===== src/video_chip_ports_and_line_timing_unit_macros.svh =====
// assertion helpers for the port and line timing unit
`ifndef VIDEO_CHIP_PORTS_AND_LINE_TIMING_UNIT_MACROS_SVH
`define VIDEO_CHIP_PORTS_AND_LINE_TIMING_UNIT_MACROS_SVH

// same-cycle implication, checked out of reset
`define VCP_ASSERT_IMPL(label, clk, rst_n, ante, cons, msg) \
    label: assert property (@(posedge clk) disable iff (!rst_n) (ante) |-> (cons)) \
        else $error(msg);

// next-cycle implication, checked out of reset
`define VCP_ASSERT_NEXT(label, clk, rst_n, ante, cons, msg) \
    label: assert property (@(posedge clk) disable iff (!rst_n) (ante) |=> (cons)) \
        else $error(msg);

`endif


===== src/vcp_pkg.sv =====
package vcp_pkg;

    localparam int VRAM_BYTES    = 16384;
    localparam int VRAM_AW       = $clog2(VRAM_BYTES);
    localparam int PAL_DEPTH     = 64;
    localparam int PAL_AW        = $clog2(PAL_DEPTH);
    localparam int VISIBLE_LINES = 192;
    localparam int LINE_W        = 9;

    // frame geometry and v-counter jump points
    localparam int FRAME_LINES_PAL  = 313;
    localparam int FRAME_LINES_NTSC = 262;
    localparam int VC_PAL_TOP       = 'hF2;
    localparam int VC_PAL_JUMP      = 57;
    localparam int VC_NTSC_TOP      = 'hDA;
    localparam int VC_NTSC_JUMP     = 6;

    // request kinds
    localparam logic [2:0] KIND_CTRL = 3'd0;
    localparam logic [2:0] KIND_DWR  = 3'd1;
    localparam logic [2:0] KIND_DRD  = 3'd2;
    localparam logic [2:0] KIND_STAT = 3'd3;
    localparam logic [2:0] KIND_TICK = 3'd4;

    // operation codes from the second control byte
    localparam logic [1:0] OP_VRAM_RD = 2'd0;
    localparam logic [1:0] OP_VRAM_WR = 2'd1;
    localparam logic [1:0] OP_REG_WR  = 2'd2;
    localparam logic [1:0] OP_PAL_WR  = 2'd3;

    // mode register indexes and enable bits
    localparam logic [3:0] REG_MODE0       = 4'd0;
    localparam logic [3:0] REG_MODE1       = 4'd1;
    localparam logic [3:0] REG_LINE_RELOAD = 4'd10;
    localparam int MODE0_LINE_IE_BIT = 4;
    localparam int MODE1_VBL_IE_BIT  = 5;

    // configuration register indexes
    localparam logic CFG_HANDHELD = 1'b0;
    localparam logic CFG_PAL      = 1'b1;

    typedef struct packed {
        logic               en;
        logic               we;
        logic [VRAM_AW-1:0] addr;
        logic [7:0]         wdata;
    } vram_req_t;

    typedef struct packed {
        logic              we;
        logic [PAL_AW-1:0] addr;
        logic [7:0]        wdata;
    } pal_req_t;

    typedef struct packed {
        logic       tick;
        logic       clear_flags;
        logic       pal_region;
        logic [7:0] reload;
    } timing_ctl_t;

    typedef struct packed {
        logic       vblank;
        logic       line_irq;
        logic [7:0] v_count;
        logic       wrap;
    } timing_stat_t;

endpackage


===== src/vcp_palette.sv =====
module vcp_palette
    import vcp_pkg::*;
(
    input  logic     clk,
    input  logic     rst_n,
    input  pal_req_t req,
    output logic     busy
);

    // write side only; the renderer owns the read side
    logic [7:0]        mem [PAL_DEPTH];
    logic [PAL_AW-1:0] clr_addr_reg, clr_addr_next;
    logic              busy_reg, busy_next;

    always_comb
    begin
        clr_addr_next = clr_addr_reg;
        busy_next     = busy_reg;
        if (busy_reg)
        begin
            clr_addr_next = clr_addr_reg + 1'b1;
            if (clr_addr_reg == {PAL_AW{1'b1}})
            begin
                busy_next = 1'b0;
            end
        end
    end

    always_ff @(posedge clk or negedge rst_n)
    begin
        if (!rst_n)
        begin
            clr_addr_reg <= '0;
            busy_reg     <= 1'b1;
        end
        else
        begin
            clr_addr_reg <= clr_addr_next;
            busy_reg     <= busy_next;
        end
    end

    always_ff @(posedge clk)
    begin
        if (busy_reg)
        begin
            mem[clr_addr_reg] <= 8'h00;
        end
        else if (req.we)
        begin
            mem[req.addr] <= req.wdata;
        end
    end

    assign busy = busy_reg;

endmodule


===== config.mk =====
export PLATFORM = sky130hd
export DESIGN_NAME = vcp_palette
export DESIGN_NICKNAME = d
export VERILOG_FILES = /design/src/video_chip_ports_and_line_timing_unit_macros.svh /design/src/vcp_pkg.sv /design/src/vcp_palette.sv
export SDC_FILE = /design/constraint.sdc
export NUM_CORES = 1
export LEC_CHECK = 0
export BUFFER_PORTS_ARGS = -buffer_cell sky130_fd_sc_hd__buf_2
export CAP_MARGIN = 20
export CORE_AREA = 2 2 39 41
export DETAILED_ROUTE_END_ITERATION = 7
export DIE_AREA = 0 0 41 43
export HOLD_SLACK_MARGIN = 0.12
export SETUP_SLACK_MARGIN = 0.4
export SYNTH_ARGS = -nofsm -noshare
export SYNTH_HDL_FRONTEND = slang
export SYNTH_SLANG_ARGS = --single-unit

===== constraint.sdc =====
create_clock -name clk -period 1.44 [get_ports clk]
set_input_delay 0.432 -clock clk [delete_from_list [all_inputs] [get_ports clk]]
set_output_delay 0.432 -clock clk [all_outputs]
set_load 0.005 [all_outputs]

# Yosys cells after proc, flatten, opt, wreduce, memory -nomap -nowiden
# Index checks and enable logic that the tools add are counted.
# classes
n_addsub	1
n_mul	0
n_div	0
n_lt_le_gt_ge	0
eq_ne	1
shifts	0
mux	2
n_bitwise	0
n_reduce_logical	0
# ops
op	n
adder 6 x 1 -> 6 bit, second input constant	1
equality test 6 bit, second input constant	1
two-way mux 1 bit	2
# totals
regBits	7
latch_bits	0
ramBits	0
romBits	0
output_inout_bits	1
elab_cells	6
n_memories	0

# Logic depth before layout (Yosys ltp)
# Gate-level depths: netlist of run 1.
# logic_depth
ltp_word	3
ltp_mapped	3
depth_no_buf	3

# Worst setup path after synthesis of run 1
# OpenSTA, ideal clock, no wires.
# synth_timing
path_kind	flip-flop to flip-flop
start	register busy_reg (netlist: busy)
end	register clr_addr_reg[5]
setup_ns	0.079
arrival_ns	0.971
required_ns	1.361
slack_ns	0.389
stages_incl_launch_ff	4
path_buffers	0
path_cell_list	dfstp_2 -> nand4_2 -> nor2_2 -> xor2_1
# synth_lines
item	line	text
from (decl)	vcp_palette.sv:13	logic busy_reg, busy_next;
from (signal assigned)	vcp_palette.sv:39	busy_reg <= busy_next;
to (signal assigned)	vcp_palette.sv:38	clr_addr_reg <= clr_addr_next;
to (decl)	vcp_palette.sv:12	logic [PAL_AW-1:0] clr_addr_reg, clr_addr_next;

# Worst setup path in the final report of run 1
# layout_timing
start	register busy_reg (netlist: busy)
end	output port busy
# layout_lines
item	line	text
to (decl)	vcp_palette.sv:7	output logic busy
# No word-level cell between the ends.

==> results.md, run 1 <==
- Max Fclk: 756 MHz
- CTS root buf: clkbuf_4
- Post-DR vias/cell: between 3 and 4
- Multi-input logic area: between 100 and 150 um2
- Largest net degree at the start of global routing: 8
- Met2 usage: 0.109
- Nets: 50
- Largest family of logic cells by synthesized area: XOR/XNOR gates
- Worst r2r dst: clr_addr_reg[5]
- Post-synthesis sequential area ratio: 0.603
- CP Max Fanout: 2
- Starting DRT DRC Count: 0
- Hold Path Stages: 1
- DRC: 0
- Tcrit/Tclk final: 0.918
- Worst path max stage delay: around 0.53 ns
- Power share of the clock group: 0.466
- Die area: between 1500 and 2000 um2
- Port Buffers: 2
- Synth Area in Adders: 0.0427
- Vias in the first global route: ~210
- RSZ-0062 raised after global routing: yes
- Post-synthesis xor/xnor area fraction: 0.150
- Layout fillers: 140
- Reg clk slew, reported paths: roughly 0.050 ns
- Final WL: approximately 540 um
- Synth Area in Simple Gates: 0.141
- Final TNS setup: 0 ns
- Worst-margin pin slew: ~0.19 ns
- First-pass GRT wire length: between 800 and 900 um
- CTS Buffer Depth: 2
- Number of flip-flops in the largest register: 6
- Worst path cell trace: buf_2
- Critical path class: flop to output port
- Initial antenna violation count: 0
- Family with the most delay on the worst path: flip-flops
- Global-route usage over all layers: 0.0782
- Vias: ~190
- Part of the power in combinational logic: 0.018
- Total gr overflow: 0
- P&R area growth vs syn: 33.3%
- Critical path buffers and inverters: 1
- Status: finished clean
- Static leakage: around 0.20 nW
- Mean post-synth cell area: approximately 13 um2
- Critical path endpoint category: output port
- Worst slack at placement: just under 0.3 ns
- Num CTS Buffers: 3
- Met3 Usage GRT: 0.0157
- CTS tree: yes
- GP Congestion: approximately 0.73
- Clk sink count: 7
- Sw frac: 0.201
- Multiplexer share of the synthesized area: 0.0385
- Clk_lat worst skew: roughly 0.25 ns
- Starting Density: 0.212
- Hold Path End: clr_addr_reg[5]
- Syn. warnings: 0
- Post-DRT Antenna Nets: 0
- HP Class: flop to flop
- Cells after Synth: 22
- DR pass1 iterations: 1
- Reg power frac: 0.515
- Synth Register Bits: 7
- I/O pin count: 18
- CP startpoint kind: flop
- Slowest stage cell, crit path: dfstp_2
- Slew Limit Headroom: 0.871
- Setup slack, reg-to-reg: between 0.2 and 0.25 ns
- Die width: around 41 um
- RR Startpoint: busy
- Maxcap violations: 0
- Worst vdd ir: around 0.36 mV
- Cell Area, Synth: about 290 um2
- Die span in y: between 40 and 50 um
- Core area: 1380 um2
- Mapped Nets: 40
- Final Hold Viols: 0
- Critical Path RT: 1.01 ns
- Internal cell power: around 0.00031 W
- Power Dens Cells: approximately 980 nW/um2
- WP data arrival: about 0.89 ns
- Synth Area in Compound Gates: 0.0256
- GR Util met1: 0.0800
- Setup violators final: 0
- Fin crit period: 1.32 ns
- Share of cells above drive strength 1: 0.355
- R2R depth: 5
- Distinct cells, synth: 12
- HP Start: clr_addr_reg[5]
- Routed wire per std cell: roughly 12 um
- Busiest layer in global routing: met2
- Sw Pwr: about 0.000077 W
- Num rows: 14
- ANT cells: 0
- Worst Slack Setup Final: between 0.1 and 0.15 ns
- FF+latch area: 176 um2
- Worst Clk Skew: between 0.003 and 0.004 ns
- Final slew viol count: 0
- H-tree depth: 1
[power by group through the flow]
stage / Combinational (W) / Clock, W / Sequential (W)
2_1_floorplan: 0.0000000000563 / 0 / 0.000200
3_3_place_gp: 0.00000468 / 0 / 0.000200
3_5_place_dp: 0.00000492 / 0 / 0.000200
4_1_cts: 0.00000722 / 0.000190 / 0.000197
5_1_grt: 0.00000753 / 0.000202 / 0.000197
6_report: 0.00000700 / 0.000178 / 0.000197
[how the worst max path moves through the flow]
stage          startpoint               to  slack [ns]  depth (start not counted)
6_report             busy             busy        0.12                          1
2_1_floorplan        busy  clr_addr_reg[1]        0.41                          1
5_1_grt              busy             busy        0.09                          1
4_1_cts              busy             busy        0.10                          1
3_5_place_dp         busy             busy        0.29                          1
3_3_place_gp         busy             busy        0.30                          1
[cell type report]
class / instances / share of cell area
Tap cell: 16 / 0.0513
Multi-Input combinational cell: 15 / 0.330
Sequential cell: 7 / 0.452
Timing Repair Buffer: 5 / 0.0994
Clock buffer: 4 / 0.0673
[routing by layer]
layer,wire (um),share of wire
met4,0,0
met2,290,0.54
met3,15,0.028
met5,0,0
met1,236,0.44
[layout by cell type, fill, tap and decap left out, types with 2 or more instances in the layout]
master    Yosys  layout
xnor2_1       3       3
buf_2         0       2
dfrtp_1       6       6
xor2_1        2       2
clkbuf_4      0       3
nand2_1       3       3
[cell usage after synthesis]
cell,n,share of area
xor2_1,2,0.060
o21a_1,1,0.026
nand2_1,3,0.038
nand4_1,1,0.021
xnor2_1,3,0.090
nand4_2,1,0.043
dfstp_2,1,0.090
mux2_2,1,0.038
ha_1,1,0.043
nand3_1,1,0.017
dfrtp_1,6,0.51
nor2_2,1,0.021
[what timing repair did]
action,CTS,global route
setup endpoints to repair,3,5
hold buffers,1,0
pin swaps,0,2
resized for setup,0,3
cloned,0,0
endpoints found under the hold margin,6,0
buffers inserted,1,1
[logic make-up after synthesis]
| family | count (synthesis) |
|---|---|
| flip-flops | 7 |
| AO/OA/AOI/OAI | 1 |
| AND/OR/NAND/NOR | 7 |
| XOR/XNOR | 5 |
| multiplexers | 1 |
| adder cells (fa/ha/maj) | 1 |
[through the flow]
stage | hold slack, ns | instances | utilization | total power (W) | cell area (um2)
5_1_grt | 0.503 | 47 | 0.282 | 0.000406 | 390
4_1_cts | 0.482 | 46 | 0.265 | 0.000395 | 367
6_report | 0.476 | 47 | 0.282 | 0.000382 | 390
3_5_place_dp | 0.272 | 40 | 0.233 | 0.000205 | 323
3_3_place_gp | 0.268 | 40 | 0.233 | 0.000205 | 323
2_1_floorplan | 0.136 | 22 | - | 0.000200 | 293
Note: power is estimated with default switching activity, not from simulation.
==> inputs of run 2 (changes only) <==
BUFFER_PORTS_ARGS = unset   (was -buffer_cell sky130_fd_sc_hd__buf_2)
DONT_BUFFER_PORTS = 1   (was unset)
TNS_END_PERCENT = 30   (was unset)
==> results.md, run 2 (synthesis gave the netlist of run 1 again) <==
- Status: finished clean
- Sw frac: 0.196
- Final Hold Viols: 0
- Setup bufs post-CTS: 0
- Total gr overflow: 0
- RSZ-0062 raised after global routing: yes
- Worst-margin pin slew: around 0.33 ns
- Port Buffers: 0
- CTS root buf: clkbuf_4
- I/O pin count: 18
- Max Used Layer: met3
- Worst Clk Skew: between 0.006 and 0.007 ns
- Tcrit/Tclk final: 0.897
- Nets: 46
- Reg power frac: 0.520
- Power Dens Cells: ~1100 nW/um2
- Share of cells above drive strength 1: 0.259
- Fin crit period: between 1 and 1.5 ns
- First-pass GRT wire length: between 800 and 900 um
- P&R area growth vs syn: 19.2%
- Num rows: 14
- H-tree depth: 1
- CP Max Fanout: 7
- Leading cell type in the layout, fill and taps excluded: dfrtp_1
- Clk_lat worst skew: 0.25 ns
- Post-DR vias/cell: around 4.2
- Post-DRT Antenna Nets: 0
- Critical path endpoint category: output port
- Core area: ~1400 um2
- Tot Pwr: between 0.0003 and 0.0004 W
- Setup violators final: 0
- Number of flip-flops in the largest register: 6
- ANT cells: 0
- Die area: roughly 1800 um2
- HP Class: flop to flop
- Commonest cells after routing, fill and taps aside: 6 x dfrtp_1, 3 x nand2_1, 3 x xnor2_1, 3 x clkbuf_4, 2 x xor2_1
- Reg clk slew, reported paths: about 0.05 ns
- WP data arrival: approximately 0.86 ns
- Final WL: 464 um
- Starting DRT DRC Count: 0
- CTS Buffer Depth: 2
- Part of the power in combinational logic: 0.015
- Vias: around 180
- Layout fillers: between 100 and 150
- DRC: 0
- Worst slack at placement: between 0.3 and 0.4 ns
- Starting Density: 0.212
- Routed length on met2: between 200 and 250 um
- Max Fclk: 774 MHz
- Critical Path RT: between 1 and 1.5 ns
- Final TNS setup: 0 ns
- Routed length on met1: between 200 and 250 um
- Slew Limit Headroom: 0.782
- Final slew viol count: 0
- Internal cell power: 0.000305 W
- CTS tree: yes
- DR pass1 iterations: 1
- WL met3: ~44 um
- Die width: 41 um
- Maxcap violations: 0
- Largest net degree at the start of global routing: 8
- Final hold slack: around 0.49 ns
- Worst vdd ir: approximately 0.50 mV
- Power share of the clock group: 0.465
- Clk sink count: 7
- Num CTS Buffers: 3
- GP Congestion: roughly 0.70
- Global-route usage over all layers: 0.0779
- Worst Slack Setup Final: approximately 0.15 ns
- CP startpoint kind: flop
- Layout Utilization: 0.252
- Vias in the first global route: ~200
- Static leakage: roughly 0.17 nW
- Initial antenna violation count: 0
- Sw Pwr: roughly 0.000074 W
- CTS resizes: 0
- Critical path class: flop to output port
- Die span in y: ~43 um
- Routed wire per std cell: 10.8 um
-- run 2: cell count changes in the layout (fill, tap and decap cells not counted), sizes merged --
cell and change:
buf -4
-- run 2: metal layers --
layer / track usage / vias up
li1: - / 83
met1: 0.0957 / 92
met2: 0.0938 / 6
met3: 0.0785 / 0
met4: 0.0200 / 0
met5: 0 / -
-- run 2: power groups by stage --
stage	sequential (W)	clock, W	combinational [W]
finish	0.000197	0.000176	0.00000555
global route	0.000197	0.000201	0.00000630
CTS	0.000197	0.000183	0.00000570
detailed placement	0.000200	0	0.0000000000563
global placement	0.000200	0	0.0000000000563
floorplan	0.000200	0	0.0000000000563
-- run 2: worst reg2reg max path: stages (launching register included) --
cell and delay (ns):
dfstp_2 0.61, nand4_2 0.16, nor2_2 0.13, xor2_1 0.15
-- run 2: stage by stage --
| stage | cell area (um2) | std cells |
|---|---|---|
| after floorplan | 293 | 22 |
| after global placement | 313 | 38 |
| after detailed placement | 313 | 38 |
| after CTS | 349 | 43 |
| after global routing | 349 | 43 |
| final | 349 | 43 |
-- run 2: final timing paths --
check                                startpoint  slack, ns  depth (start not counted)               to
worst max register to register             busy       0.32                          3  clr_addr_reg[5]
worst min-delay path            clr_addr_reg[5]       0.49                          1  clr_addr_reg[5]
worst max-delay path                       busy       0.15                          0             busy
max in group asynchronous                 rst_n       0.64                          1             busy
min in group asynchronous                 rst_n       0.51                          1  clr_addr_reg[4]
worst min register to register  clr_addr_reg[5]       0.49                          1  clr_addr_reg[5]
-- run 2: final cells by class --
cell class | count | area, um2 | area share
clock buffers | 4 | 26.3 | 0.0753
multi-input cells | 15 | 116 | 0.333
flip-flops and latches | 7 | 176 | 0.505
well taps | 16 | 20.0 | 0.0573
repair buffers | 1 | 10.0 | 0.0287
-- run 2: repair_timing --
action / in CTS / in global routing
setup endpoints to repair: 4 / 4
pin swaps: 0 / 0
hold buffers: 1 / 0
hold endpoints to repair: 7 / 0
==> inputs of run 3 (changes only) <==
CTS_BUF_LIST = sky130_fd_sc_hd__clkbuf_16   (was unset)
==> results.md, run 3 (synthesis gave the netlist of run 1 again) <==
- Port Buffers: 0
- Leading cell type in the layout, fill and taps excluded: dfrtp_1
- Starting DRT DRC Count: 6
- Num rows: 14
- Share of cells above drive strength 1: 0.259
- Maxcap violations: 0
- First-pass GRT wire length: 910 um
- Commonest cells after routing, fill and taps aside: 6 x dfrtp_1, 3 x nand2_1, 3 x xnor2_1, 3 x clkbuf_16, 2 x xor2_1
- Reg power frac: 0.295
- Final slew viol count: 0
- ANT cells: 0
- Number of flip-flops in the largest register: 6
- Largest net degree at the start of global routing: 8
- Internal cell power: roughly 0.00056 W
- Nets: 46
- DR pass1 iterations: 4
- Vias: around 180
- Post-DRT Antenna Nets: 0
- Placed Instances: 38
- Part of the power in combinational logic: 0.008
- Reg clk slew, reported paths: 0.04 ns
- Worst vdd ir: about 0.76 mV
- Tcrit/Tclk final: 0.880
- CTS tree: yes
- Setup violators final: 0
- Die width: between 40 and 50 um
- P&R area growth vs syn: 37.2%
- Total gr overflow: 0
- Core area: 1380 um2
- Max Fclk: just under 800 MHz
- Final Hold Viols: 0
- Fin crit period: 1.27 ns
- CTS Buffer Depth: 2
- Slew Limit Headroom: 0.777
- Num CTS Buffers: 3
- RR Startpoint: busy
- Critical path class: flop to output port
- Tot Pwr: approximately 0.00067 W
- Die area: roughly 1800 um2
- Setup bufs post-CTS: 0
- Power share of the clock group: 0.697
- Critical Path RT: 1.01 ns
- DRC: 0
- Vias in the first global route: roughly 200
- CP Max Fanout: 7
- Worst Clk Skew: about 0.0021 ns
- Final WL: 482 um
- Sw frac: 0.164
- Final hold slack: about 0.48 ns
- Global-route usage over all layers: 0.0911
- H-tree depth: 1
- Initial antenna violation count: 0
- Sw Pwr: 0.000110 W
- WP data arrival: 0.83 ns
- GP Congestion: between 0.6 and 0.7
- RSZ-0062 raised after global routing: yes
- CTS root buf: clkbuf_16
- HP Start: clr_addr_reg[5]
- Status: finished clean
- CP startpoint: busy
- Power Dens Cells: between 1500 and 2000 nW/um2
- Clk_lat worst skew: about 0.23 ns
- Starting Density: 0.212
- I/O pin count: 18
- Layout fillers: roughly 150
- Post-DR vias/cell: approximately 4.3
- Static leakage: approximately 0.20 nW
- Final non-filler cell total: between 40 and 50
- Final TNS setup: 0 ns
- Die span in y: about 43 um
- HP Class: flop to flop
- Worst-margin pin slew: roughly 0.33 ns
- CP startpoint kind: flop
- Critical path endpoint category: output port
- Routed wire per std cell: ~11 um
- Clk sink count: 7
-- run 3: changes by cell type in the layout (fill, tap and decap cells not counted), sizes merged --
cell	delta
clkbuf	-1
inv	+1
-- run 3: final timing paths --
path / slack [ns] / endpoint / depth (start not counted)
worst max-delay path: 0.17 / busy / 0
worst min-delay path: 0.48 / clr_addr_reg[5] / 1
worst max register to register: 0.33 / clr_addr_reg[5] / 3
worst min register to register: 0.48 / clr_addr_reg[5] / 1
max in group asynchronous: 0.61 / busy / 1
min in group asynchronous: 0.54 / clr_addr_reg[4] / 1
-- run 3: area by class of cell --
class                           instances  area (um2)  area share
Sequential cell                         7         176       0.439
Tap cell                               16        20.0      0.0498
Multi-Input combinational cell         15         116       0.290
Clock inverter                          1        3.75     0.00935
Clock buffer                            3        75.1       0.187
Timing Repair Buffer                    1        10.0      0.0249
-- run 3: power groups by stage --
stage	Clock [W]	Combinational (W)	Sequential, W
detailed placement	0	0.0000000000563	0.000200
global placement	0	0.0000000000563	0.000200
global route	0.000496	0.00000630	0.000198
finish	0.000467	0.00000565	0.000198
floorplan	0	0.0000000000563	0.000200
CTS	0.000478	0.00000570	0.000198
-- run 3: repair_timing --
| item | in CTS | in global routing |
|---|---|---|
| endpoints found under the hold margin | 7 | 0 |
| hold buffers | 1 | 0 |
| endpoints found under the setup margin | 4 | 4 |
| gates resized for setup | 0 | 0 |
-- run 3: through the flow --
stage / worst slack [ns] / cell area, um2 / utilization
after floorplan: 0.396 / 293 / -
after global placement: 0.363 / 313 / 0.226
after detailed placement: 0.321 / 313 / 0.226
after CTS: 0.169 / 402 / 0.290
after global routing: 0.154 / 402 / 0.290
final: 0.173 / 402 / 0.290
-- run 3: metal layers --
metal  GRT usage  wire length (um)  up-vias
li1            -                 -       83
met1      0.0990               214       88
met2      0.0938               188        8
met3      0.0628                46        5
met4       0.120                33        0
met5           0                 0        -
-- run 3: worst reg2reg max path, cell delays in order (launching register included) --
cell	delay, ns
dfstp_2	0.60
nand4_2	0.16
nor2_2	0.12
xor2_1	0.15
