File: src/video_chip_ports_and_line_timing_unit_macros.svh
// assertion helpers for the port and line timing unit
`ifndef VIDEO_CHIP_PORTS_AND_LINE_TIMING_UNIT_MACROS_SVH
`define VIDEO_CHIP_PORTS_AND_LINE_TIMING_UNIT_MACROS_SVH

// same-cycle implication, checked out of reset
`define VCP_ASSERT_IMPL(label, clk, rst_n, ante, cons, msg) \
    label: assert property (@(posedge clk) disable iff (!rst_n) (ante) |-> (cons)) \
        else $error(msg);

// next-cycle implication, checked out of reset
`define VCP_ASSERT_NEXT(label, clk, rst_n, ante, cons, msg) \
    label: assert property (@(posedge clk) disable iff (!rst_n) (ante) |=> (cons)) \
        else $error(msg);

`endif

File: src/vcp_pkg.sv
package vcp_pkg;

    localparam int VRAM_BYTES    = 16384;
    localparam int VRAM_AW       = $clog2(VRAM_BYTES);
    localparam int PAL_DEPTH     = 64;
    localparam int PAL_AW        = $clog2(PAL_DEPTH);
    localparam int VISIBLE_LINES = 192;
    localparam int LINE_W        = 9;

    // frame geometry and v-counter jump points
    localparam int FRAME_LINES_PAL  = 313;
    localparam int FRAME_LINES_NTSC = 262;
    localparam int VC_PAL_TOP       = 'hF2;
    localparam int VC_PAL_JUMP      = 57;
    localparam int VC_NTSC_TOP      = 'hDA;
    localparam int VC_NTSC_JUMP     = 6;

    // request kinds
    localparam logic [2:0] KIND_CTRL = 3'd0;
    localparam logic [2:0] KIND_DWR  = 3'd1;
    localparam logic [2:0] KIND_DRD  = 3'd2;
    localparam logic [2:0] KIND_STAT = 3'd3;
    localparam logic [2:0] KIND_TICK = 3'd4;

    // operation codes from the second control byte
    localparam logic [1:0] OP_VRAM_RD = 2'd0;
    localparam logic [1:0] OP_VRAM_WR = 2'd1;
    localparam logic [1:0] OP_REG_WR  = 2'd2;
    localparam logic [1:0] OP_PAL_WR  = 2'd3;

    // mode register indexes and enable bits
    localparam logic [3:0] REG_MODE0       = 4'd0;
    localparam logic [3:0] REG_MODE1       = 4'd1;
    localparam logic [3:0] REG_LINE_RELOAD = 4'd10;
    localparam int MODE0_LINE_IE_BIT = 4;
    localparam int MODE1_VBL_IE_BIT  = 5;

    // configuration register indexes
    localparam logic CFG_HANDHELD = 1'b0;
    localparam logic CFG_PAL      = 1'b1;

    typedef struct packed {
        logic               en;
        logic               we;
        logic [VRAM_AW-1:0] addr;
        logic [7:0]         wdata;
    } vram_req_t;

    typedef struct packed {
        logic              we;
        logic [PAL_AW-1:0] addr;
        logic [7:0]        wdata;
    } pal_req_t;

    typedef struct packed {
        logic       tick;
        logic       clear_flags;
        logic       pal_region;
        logic [7:0] reload;
    } timing_ctl_t;

    typedef struct packed {
        logic       vblank;
        logic       line_irq;
        logic [7:0] v_count;
        logic       wrap;
    } timing_stat_t;

endpackage

File: src/vcp_timing.sv
module vcp_timing
    import vcp_pkg::*;
#(
    parameter int VIS_LINES = VISIBLE_LINES
)
(
    input  logic         clk,
    input  logic         rst_n,
    input  timing_ctl_t  ctl,
    output timing_stat_t stat
);

    logic [LINE_W-1:0] line_reg, line_next;
    logic [7:0]        cnt_reg, cnt_next;
    logic              vblank_reg, vblank_next;
    logic              lirq_reg, lirq_next;
    logic [LINE_W-1:0] frame_lines;
    logic [LINE_W-1:0] line_inc;
    logic              wrap;
    logic [LINE_W-1:0] vc_sub;
    logic [7:0]        v_count;

    assign frame_lines = ctl.pal_region ? LINE_W'(FRAME_LINES_PAL) : LINE_W'(FRAME_LINES_NTSC);
    assign line_inc    = line_reg + 1'b1;
    assign wrap        = (line_inc >= frame_lines);

    always_comb
    begin
        line_next   = line_reg;
        cnt_next    = cnt_reg;
        vblank_next = vblank_reg;
        lirq_next   = lirq_reg;
        if (ctl.tick)
        begin
            if (line_reg == LINE_W'(VIS_LINES))
            begin
                vblank_next = 1'b1;
            end
            if (line_reg <= LINE_W'(VIS_LINES))
            begin
                if (cnt_reg == 8'h00)
                begin
                    cnt_next  = ctl.reload;
                    lirq_next = 1'b1;
                end
                else
                begin
                    cnt_next = cnt_reg - 1'b1;
                end
            end
            else
            begin
                cnt_next = ctl.reload;
            end
            line_next = wrap ? '0 : line_inc;
        end
        if (ctl.clear_flags)
        begin
            vblank_next = 1'b0;
            lirq_next   = 1'b0;
        end
    end

    always_ff @(posedge clk or negedge rst_n)
    begin
        if (!rst_n)
        begin
            line_reg   <= '0;
            cnt_reg    <= 8'hFF;
            vblank_reg <= 1'b0;
            lirq_reg   <= 1'b0;
        end
        else
        begin
            line_reg   <= line_next;
            cnt_reg    <= cnt_next;
            vblank_reg <= vblank_next;
            lirq_reg   <= lirq_next;
        end
    end

    // region-specific jump of the v-counter
    always_comb
    begin
        if (ctl.pal_region)
        begin
            vc_sub  = line_reg - LINE_W'(VC_PAL_JUMP);
            v_count = (line_reg <= LINE_W'(VC_PAL_TOP)) ? line_reg[7:0] : vc_sub[7:0];
        end
        else
        begin
            vc_sub  = line_reg - LINE_W'(VC_NTSC_JUMP);
            v_count = (line_reg <= LINE_W'(VC_NTSC_TOP)) ? line_reg[7:0] : vc_sub[7:0];
        end
    end

    assign stat.vblank   = vblank_reg;
    assign stat.line_irq = lirq_reg;
    assign stat.v_count  = v_count;
    assign stat.wrap     = wrap;

endmodule
File: config.mk
export PLATFORM = sky130hd
export DESIGN_NAME = vcp_timing
export DESIGN_NICKNAME = d
export VERILOG_FILES = /design/src/video_chip_ports_and_line_timing_unit_macros.svh /design/src/vcp_pkg.sv /design/src/vcp_timing.sv
export SDC_FILE = /design/constraint.sdc
export NUM_CORES = 1
export LEC_CHECK = 0
export ABC_AREA = 1
export BUFFER_PORTS_ARGS = -buffer_cell sky130_fd_sc_hd__buf_2
export CELL_PAD_IN_SITES_DETAIL_PLACEMENT = 1
export CELL_PAD_IN_SITES_GLOBAL_PLACEMENT = 1
export CORE_UTILIZATION = 41
export DETAILED_ROUTE_END_ITERATION = 6
export PLACE_DENSITY_LB_ADDON = 0.1
export SLEW_MARGIN = 10
export SYNTH_ARGS = -nofsm -noshare
export SYNTH_HDL_FRONTEND = slang
export SYNTH_SLANG_ARGS = --single-unit
export TNS_END_PERCENT = 20
File: constraint.sdc
create_clock -name clk -period 3.2 [get_ports clk]
set_input_delay 0.64 -clock clk [delete_from_list [all_inputs] [get_ports clk]]
set_output_delay 0.64 -clock clk [all_outputs]
set_load 0.05 [all_outputs]
# Word-level counts from Yosys, hierarchy flattened
# Cells that the tools add are included.
dict set report word_totals {
  register_bits 19
  in_bits 13
  out_inout_bits 11
  word_cells 34
}
dict set report classes {
  add_sub_neg 4
  order_cmp 4
  n_eq_ne 1
  mux 14
  n_reduce_logical 7
}
# operator n
set ops {}
lappend ops {{$mux 8} 5}
lappend ops {{$le 9x8->1 const B} 3}
lappend ops {{$add 9x1->9 const B} 1}
lappend ops {{$eq 9x8->1 const B} 1}
lappend ops {{$ge 9x9->1} 1}
lappend ops {{$mux 9} 1}
lappend ops {{$logic_not 8->1} 1}
lappend ops {{$reduce_bool 2->1} 4}
lappend ops {{$sub 8x1->8 const B} 1}
lappend ops {{$sub 8x3->8 const B} 1}
lappend ops {{$sub 8x6->8 const B} 1}
lappend ops {{$mux 1} 7}
lappend ops {{$mux 6} 1}
lappend ops {{$reduce_and 3->1} 1}
lappend ops {{$reduce_and 2->1} 1}

# Longest topological paths before layout
# Gate-level depths: netlist of run 1.
dict set report depth {
  ltp_word 5
  mapped_depth 16
  mapped_depth_nobuf 16
}

# Worst setup path before layout of run 1
# No wires, ideal clock.
dict set report synth_path {
  kind {register to output}
  from {register line_reg[2]}
  to {output stat[1] in the netlist's numbering}
  t_arrival_ns 1.975
  t_required_ns 2.560
  setup_slack_ns 0.585
  path_stages_with_launch 10
  path_buffers 1
  path_cell_list {dfrtp_1 buf_2 inv_1 ha_1 nand2_1 nand2_1 nand2_1 nand2_4 nor2_2 xor2_1}
}
# element line
set synth_lines {}
lappend synth_lines {{from (decl)} vcp_timing.sv:13} ;# logic [LINE_W-1:0] line_reg, line_next;
lappend synth_lines {{from (signal assigned)} vcp_timing.sv:75} ;# line_reg <= line_next;
lappend synth_lines {{to (decl)} vcp_timing.sv:10} ;# output timing_stat_t stat

==> flow_summary.ini, run 1 <==
[run_status]
status = completed

[placement]
place_congestion = 0.792
hpwl_mm = 4.15
placed_cells = 405
post-place-ws_ps = 241
io_buffers = 23

[synthesis]
yosysTopAreaCell = nand2_1
synth-seq-cells = 19
synth_cells = 325
yosysUniqueCellTypes = 31
async_flop_share = 1.00
synth_ff_type = dfrtp_1
syn-num-nets = 352
synth_top_area_frac = 0.242
synth_edf_count = 0
ys_top_cells_by_area = nand2_1 (24%), dfrtp_1 (14%), dfstp_2 (10%)
synth_area_um2 = 2040
ys_seq_area_frac = 0.238
syn_avg_cell_area_um2 = 6.26
yosysWarnings = 0

[pwr]
power_leakage_nw = 1.28
ir_drop_mv = 0.350
powerDensity_nw_per_um2 = 773

[floorplanning]
fp-row-count = 25
dieArea_um2 = 5250
core_um2 = 4750
die-width_um = 72.5
die_h_um = 72.5
start_util = 0.428
num_io_pins = 24

[setup_path]
crit_slowest_cell = dfrtp_2
crit_path_max_incr_delay_ps = 440
path_cells = ha_2 -> nand2_1 -> nor2_4 -> nand2_1 -> xor2_1 -> inv_1 -> ha_1 -> inv_1 -> nand3_1 -> nor2_2 -> nand2_2 -> nand2_4 -> inv_1 -> buf_4
crit_top_cell = inv_1
worstPathArrival_ps = 2360
crit_path_start_kind = register
path_max_fanout = 9
critPathKind = register to primary output
end_kind = primary output
critical_path_required_ps = 2560

[timing]
worst_slack_ps = 204
max_freq_mhz = 334
skew_ps = 2.71
tightest_slew_ps = 647
hold_viol_final = 0
fin_crit_ps = 3000
fin_setup_tns_ps = 0
final.period_utilization = 0.936
finalSetupViolCount = 0
grt_setup_unrepaired = no
maxSlewHeadroom = 0.568
slew_violations = 0

[cells_and_area]
final_common_cell = nand2_1
instances_no_fill = 411
largest_register_ffs = 9
nets = 372
synthToLayoutAreaGrowth_pct = 10.5
layout_common_cells = nand2_1 (131), nand3_1 (33), inv_1 (31)
layout-drive-gt1-share = 0.189
diodes = 0

[cts]
h-tree-depth = 1
clockBufferDepth = 2
cts_tree = done
clkLatencyLatePin_ps = 260
clk_pin_slew_ps = 70
cts_root_buf = clkbuf_8
cts_buffers = 3
cts.sinks = 19

[hold_path]
hold_path.class = input port to asynchronous set/reset pin

[routing]
dr.pass1.iters = 4
avgRoutedWirePerCell_um = 13.1
via_count = 2004
post_drt_via_cell_ratio = 4.88
finalWirelength_mm = 5.36
drc = 0
drt-initial-drc-count = 62
final_antenna_net_count = 0

[global_route]
grt_pass1_wl_mm = 9.11
grt_pass1_vias = 1910
grt_max_degree = 22
grt.overflow.total = 0
grt_usage = 0.222
antenna_found_initial = 0

[run]
maxCapViolations = 0
==> cells in the mapped netlist (2+ instances only) <==
library cell  instances
nand3_2               2
nand4_1               2
a21oi_1               7
nor2_1               24
nand2_1             131
dfstp_2               8
dfrtp_1              11
nand3b_1              2
clkbuf_1              3
o21ai_0               2
buf_4                 4
buf_2                 3
inv_2                 4
buf_6                 2
xor2_1               13
ha_1                 14
nand2_2               4
nor3_1                2
o21ai_1               2
inv_1                31
xnor2_1               3
nand2_4               5
nor2_2                5
nand3_1              34
==> cell families (layout without fill, tap and decap cells) <==
kind of cell	Yosys count	in the layout	share of synthesized area
buffers and inverters	48	67	0.105
AND/OR/NAND/NOR	213	213	0.460
XOR/XNOR	16	16	0.0688
flip-flops	19	19	0.238
AO/OA/AOI/OAI	15	15	0.0418
adder cells (fa/ha/maj)	14	14	0.0860
==> routing by layer <==
layer  wire length, µm  track usage  vias to the layer above
met5                 0            0                        -
met3               150       0.0375                        4
li1                  -            -                     1038
met4                24       0.0370                        0
met1              2850        0.339                      932
met2              2340        0.328                       30
==> worst max-delay path, delay by kind of cell, from the launching register on <==
kind / cells / cell delay, ps
fa+ha+maj: 2 / 400
simple gates: 7 / 720
flops: 1 / 440
buf+inv: 4 / 350
xor+xnor: 1 / 190
==> what timing repair did <==
item,4_1_cts,5_1_grt
resized for setup,1,7
cloned,0,0
setup buffers,0,2
hold buffers,0,0
endpoints found under the setup margin,1,1
==> final cells by class <==
type	instances	area (µm²)
clock buffer	4	45.0
fill	676	2500
inverter	36	135
multi-input combinational	258	1350
sequential	19	489
tap	67	83.8
timing repair buffer	27	148
==> path summary, 6_finish.rpt <==
| check | start | to | slack [ps] | cells after the start |
|---|---|---|---|---|
| setup / recovery | line_reg[1] | stat[0] | 200 | 14 |
| hold / removal | rst_n | line_reg[4] | 320 | 1 |
| setup reg to reg | line_reg[0] | line_reg[0] | 1110 | 14 |
| hold reg to reg | cnt_reg[0] | cnt_reg[0] | 470 | 2 |
| max in group asynchronous | rst_n | cnt_reg[0] | 2540 | 1 |
| min in group clk | cnt_reg[0] | cnt_reg[0] | 470 | 2 |
==> stage by stage <==
| stage | power, mW | hold slack (ps) | cell area, µm² | util |
|---|---|---|---|---|
| after floorplan | 1.32 | 344 | 2040 | - |
| after global placement | 1.51 | 459 | 2170 | 0.457 |
| after global routing | 1.92 | 345 | 2250 | 0.473 |
| after CTS | 1.72 | 333 | 2220 | 0.466 |
| after detailed placement | 1.54 | 460 | 2170 | 0.457 |
| final | 1.74 | 317 | 2250 | 0.473 |
==> report_power, final <==
part	total (mW)	internal [mW]	switching (mW)
Sequential	0.486	0.361	0.125
Clock	0.169	0.0886	0.0805
Combinational	1.08	0.392	0.692
Total	1.74	0.842	0.897
No activity file was read; power rests on OpenSTA's default activity.
==> run 2: changes to the inputs <==
--- a/config.mk
+++ b/config.mk
@@ -5,11 +5,11 @@
 export SDC_FILE = /design/constraint.sdc
 export NUM_CORES = 1
 export LEC_CHECK = 0
-export ABC_AREA = 1
 export BUFFER_PORTS_ARGS = -buffer_cell sky130_fd_sc_hd__buf_2
 export CELL_PAD_IN_SITES_DETAIL_PLACEMENT = 1
 export CELL_PAD_IN_SITES_GLOBAL_PLACEMENT = 1
-export CORE_UTILIZATION = 41
+export CORE_MARGIN = 8
+export CORE_UTILIZATION = 43
 export DETAILED_ROUTE_END_ITERATION = 6
 export PLACE_DENSITY_LB_ADDON = 0.1
 export SLEW_MARGIN = 10
==> run 2 against run 1 <==
Net effect: clock power about the same; clock skew down 1.1 ps; wire length up 3.9%; fmax down 4.1%; largest cell class unchanged.
==> flow_summary.ini, run 2 <==
[cts]
cts.sinks = 19
clkLatencyLatePin_ps = 250
clockBufferDepth = 2
cts_buffers = 3
cts_root_buf = clkbuf_8
cts_hold_buf = 0
clk_pin_slew_ps = 70
cts_tree = done
h-tree-depth = 1

[cells_and_area]
layout-drive-gt1-share = 0.294
instances_no_fill = 288
layout_common_cells = nand2_1 (22), buf_2 (21), nor2_1 (16)
final_common_cell = nand2_1
finish.instance_area_um2 = 2080
nets = 266
largest_register_ffs = 9
synthToLayoutAreaGrowth_pct = 16.6
diodes = 0

[synthesis]
synth_edf_count = 0
ys_top_cells_by_area = dfrtp_1 (15%), dfstp_2 (12%), ha_1 (9.8%)
synth_cells = 211
synth_top_area_frac = 0.154
synth_ff_type = dfrtp_1
synth_most_common_cell = nand2_1
syn-num-nets = 238
ys_seq_area_frac = 0.272
syn_avg_cell_area_um2 = 8.44
synth_area_um2 = 1780
yosysUniqueCellTypes = 56
yosysTopAreaCell = dfrtp_1
yosysWarnings = 0
async_flop_share = 1.00
synth-seq-cells = 19
ys_top_cells_by_count = nand2_1 (23), nor2_1 (16), ha_1 (14), inv_1 (12), dfrtp_1 (11)

[timing]
worst_slack_ps = 75.0
finalSetupViolCount = 0
grt_setup_unrepaired = yes
hold_viol_final = 0
maxSlewHeadroom = 0.605
tightest_slew_ps = 592
max_freq_mhz = 320
final.period_utilization = 0.977
fin_setup_tns_ps = 0
slew_violations = 0
skew_ps = 1.62
fin_crit_ps = 3130

[placement]
post-place-ws_ps = 50.4
postPlaceCellArea_um2 = 1920
place_congestion = 0.843
hpwl_mm = 4.21
io_buffers = 23
placed_cells = 278

[routing]
drc = 0
drt-initial-drc-count = 97
dr.pass1.iters = 4
final_antenna_net_count = 0
finalWirelength_mm = 5.57
avgRoutedWirePerCell_um = 19.4
post_drt_via_cell_ratio = 5.96
via_count = 1717

[hold_path]
hold_path.class = input port to asynchronous set/reset pin

[floorplanning]
core_um2 = 4000
die-width_um = 80.4
die_h_um = 80.4
fp-row-count = 23
num_io_pins = 24
start_util = 0.445
dieArea_um2 = 6460

[setup_path]
reg2reg_depth = 9
critical_path_required_ps = 2560
endpoint = stat[0]
critPathKind = register to primary output
crit_path_start_kind = register
r2r_slack_ps = 900
timing.rr.start = line_reg[1]
path_max_fanout = 5
end_kind = primary output
worstPathArrival_ps = 2490
reg2reg_to = line_reg[3]
startpoint = line_reg[1]

[run_status]
status = completed

[global_route]
grt_pass1_vias = 1780
antenna_found_initial = 0
grt_pass1_wl_mm = 8.91
grt_usage = 0.172
grt.overflow.total = 0
grt_max_degree = 32

[pwr]
powerDensity_nw_per_um2 = 786
power_leakage_nw = 0.928
ir_drop_mv = 0.397
totalPowerFinal_mw = 1.63

[run]
maxCapViolations = 0
[run 2: cell type report]
cell class / instances / area [µm²]
clock buffer: 4 / 45.0
timing repair buffer: 36 / 218
inverter: 12 / 45.0
sequential: 19 / 487
fill: 505 / 1920
tap: 50 / 62.6
multi-input combinational: 167 / 1220
[run 2: cells by family (layout without fill, tap and decap cells)]
group | count (synthesis) | after routing | share of synthesized area
adders and majority gates | 14 | 14 | 0.0983
and+or+nand+nor | 84 | 84 | 0.243
muxes | 6 | 6 | 0.0337
buffers and inverters | 25 | 52 | 0.0751
AOI/OAI and AO/OA | 50 | 50 | 0.213
xor gates and xnor gates | 13 | 13 | 0.0639
DFF | 19 | 19 | 0.272
[run 2: worst min-delay path by stage]
stage,start,endpoint,slack [ps]
4_1_cts,rst_n,line_reg[1],340
6_report,rst_n,line_reg[8],320
2_1_floorplan,rst_n,line_reg[0],340
3_5_place_dp,cnt_reg[2],cnt_reg[2],500
3_3_place_gp,vblank_reg,vblank_reg,480
5_1_grt,rst_n,line_reg[8],360
[run 2: what timing repair did]
item	4_1_cts	5_1_grt
resized for setup	7	7
setup buffers	1	5
setup endpoints to repair	3	5
pin swaps	0	2
[run 2: routing by layer]
metal	vias to the layer above	part of all wire	GRT usage
met5	-	0	0
met1	853	0.46	0.232
met4	0	0.017	0.0509
met3	10	0.037	0.0346
li1	813	-	-
met2	41	0.49	0.269
[run 2: through the flow]
stage,utilization,hold slack (ps)
floorplan,-,344
global placement,0.481,485
detailed placement,0.481,504
CTS,0.500,345
global route,0.519,361
finish,0.519,323
[run 2: critical path, cell delays in order, from the launching register on]
cell	delay, ps
dfrtp_1	430
buf_4	180
inv_1	150
ha_1	280
ha_1	180
a21oi_1	140
o21ai_1	110
a41oi_2	270
nand2_2	110
and2_1	180
buf_4	190
[run 2: power by group]
group | internal [mW] | switching, mW | total, mW
Combinational | 0.403 | 0.610 | 1.01
Clock | 0.0885 | 0.0829 | 0.171
Sequential | 0.345 | 0.103 | 0.448
Total | 0.837 | 0.796 | 1.63
==> run 3: changes to the inputs <==
--- a/config.mk
+++ b/config.mk
@@ -9,7 +9,8 @@
 export CELL_PAD_IN_SITES_DETAIL_PLACEMENT = 1
 export CELL_PAD_IN_SITES_GLOBAL_PLACEMENT = 1
 export CORE_MARGIN = 8
-export CORE_UTILIZATION = 43
+export CORE_UTILIZATION = 45
+export CTS_BUF_LIST = sky130_fd_sc_hd__clkbuf_8
 export DETAILED_ROUTE_END_ITERATION = 6
 export PLACE_DENSITY_LB_ADDON = 0.1
 export SLEW_MARGIN = 10
==> run 3 against run 2 <==
Net effect: largest cell class unchanged; sequential power increased by 2%; first-iteration DRC count is 24% lower; non-clock buffer count decreased by 6; clock power fell by 6%; register-to-register slack better by 80 ps; global-route usage shrank 0.18 points; final cell count down 2.1%.
==> flow_summary.ini, run 3 (synthesis results as in run 2) <==
[floorplanning]
die_h_um = 78.9
die-width_um = 78.9
num_io_pins = 24
fp-row-count = 23
core_um2 = 3910
start_util = 0.455
dieArea_um2 = 6230

[placement]
placed_cells = 277
io_buffers = 23
place_congestion = 0.881
post-place-ws_ps = 131
hpwl_mm = 3.98

[setup_path]
worstPathArrival_ps = 2460
crit_top_cell = nand2_1
end_kind = primary output
crit_path_max_incr_delay_ps = 360
r2r_slack_ps = 980
path_cells = ha_2 -> and2_4 -> nand2_1 -> xnor2_1 -> ha_1 -> nand3_1 -> nand2_1 -> a41oi_2 -> nand2_2 -> and2_1 -> buf_4
critPathKind = register to primary output
crit_family = simple AND/OR/NAND/NOR gates
critical_path_required_ps = 2560
path_max_fanout = 5
critPathBufInv = 1
crit_path_start_kind = register
crit_slowest_cell = dfrtp_1

[cells_and_area]
instances_no_fill = 282
nets = 260
diodes = 0
register_area_um2 = 488
layout-drive-gt1-share = 0.289
utilization = 0.519
multi_input_area_um2 = 1220
layout_common_cells = nand2_1 (22), buf_2 (21), nor2_1 (16)
largest_register_ffs = 9
synthToLayoutAreaGrowth_pct = 13.9
fill_cells = 489
final_common_cell = nand2_1

[routing]
avgRoutedWirePerCell_um = 18.0
finalWirelength_mm = 5.06
drt-initial-drc-count = 74
final_antenna_net_count = 0
via_count = 1669
drc = 0
post_drt_via_cell_ratio = 5.92
dr.pass1.iters = 4

[pwr]
powerDensity_nw_per_um2 = 753
ir_drop_mv = 0.339
power_leakage_nw = 0.905

[run]
maxCapViolations = 0

[timing]
tightest_slew_ps = 560
worst_slack_ps = 97.8
slew_violations = 0
grt_setup_unrepaired = yes
final.period_utilization = 0.969
hold_viol_final = 0
fin_setup_tns_ps = 0
skew_ps = 2.97
max_freq_mhz = 322
finalSetupViolCount = 0
fin_crit_ps = 3100
maxSlewHeadroom = 0.626

[cts]
cts.sinks = 19
cts_root_buf = clkbuf_8
cts_hold_buf = 0
h-tree-depth = 1
cts_buffers = 3
clkLatencyLatePin_ps = 250
clockBufferDepth = 2
cts_tree = done
clk_pin_slew_ps = 70

[global_route]
grt_max_degree = 32
grt_pass1_vias = 1817
antenna_found_initial = 0
grt_pass1_wl_mm = 8.78
grt.overflow.total = 0
grt_usage = 0.170

[run_status]
status = completed

[hold_path]
hold_path.class = input port to asynchronous set/reset pin
-- run 3: cell type report --
cell class,count,area share
multi-input cells,167,0.599
flip-flops and latches,19,0.240
repair buffers,30,0.0851
well taps,50,0.0308
inverters,12,0.0222
clock buffers,3,0.0203
clock inverters,1,0.00185
-- run 3: layer usage --
layer | vias up | share of wire | GRT usage
li1 | 801 | - | -
met1 | 832 | 0.42 | 0.200
met2 | 30 | 0.54 | 0.312
met3 | 6 | 0.030 | 0.0203
met4 | 0 | 0.011 | 0.0574
met5 | - | 0 | 0
-- run 3: power by group --
| part | internal (mW) | switching [mW] |
|---|---|---|
| sequential | 0.345 | 0.109 |
| combinational | 0.352 | 0.561 |
| clock | 0.0850 | 0.0747 |
| total | 0.783 | 0.745 |
-- run 3: path summary, 6_finish.rpt --
kind	start	to	depth (start not counted)
worst max-delay path	line_reg[1]	stat[0]	11
worst min-delay path	rst_n	line_reg[5]	1
worst max register to register	line_reg[1]	line_reg[5]	9
worst min register to register	cnt_reg[2]	cnt_reg[2]	2
max in group asynchronous	rst_n	cnt_reg[5]	1
min in group clk	cnt_reg[2]	cnt_reg[2]	2
-- run 3: through the flow --
stage               instance area [µm²]  hold WS [ps]  total power [mW]
floorplan                          1780           344              1.07
global placement                   1920           475              1.28
detailed placement                 1920           491              1.32
CTS                                1980           335              1.50
global route                       2030           355              1.66
finish                             2030           322              1.53
-- run 3: worst register-to-register path: cells and delay by family, from the launching register on --
family	cells	cell delay, ps
compound gates	3	690
fa+ha+maj	2	550
flops	1	390
buf+inv	2	310
simple gates	2	150
-- run 3: what timing repair did --
item | 4_1_cts | 5_1_grt
buffers inserted | 0 | 1
pin swaps | 0 | 3
hold endpoints to repair | 0 | 0
resized for setup | 5 | 12
setup endpoints to repair | 2 | 5
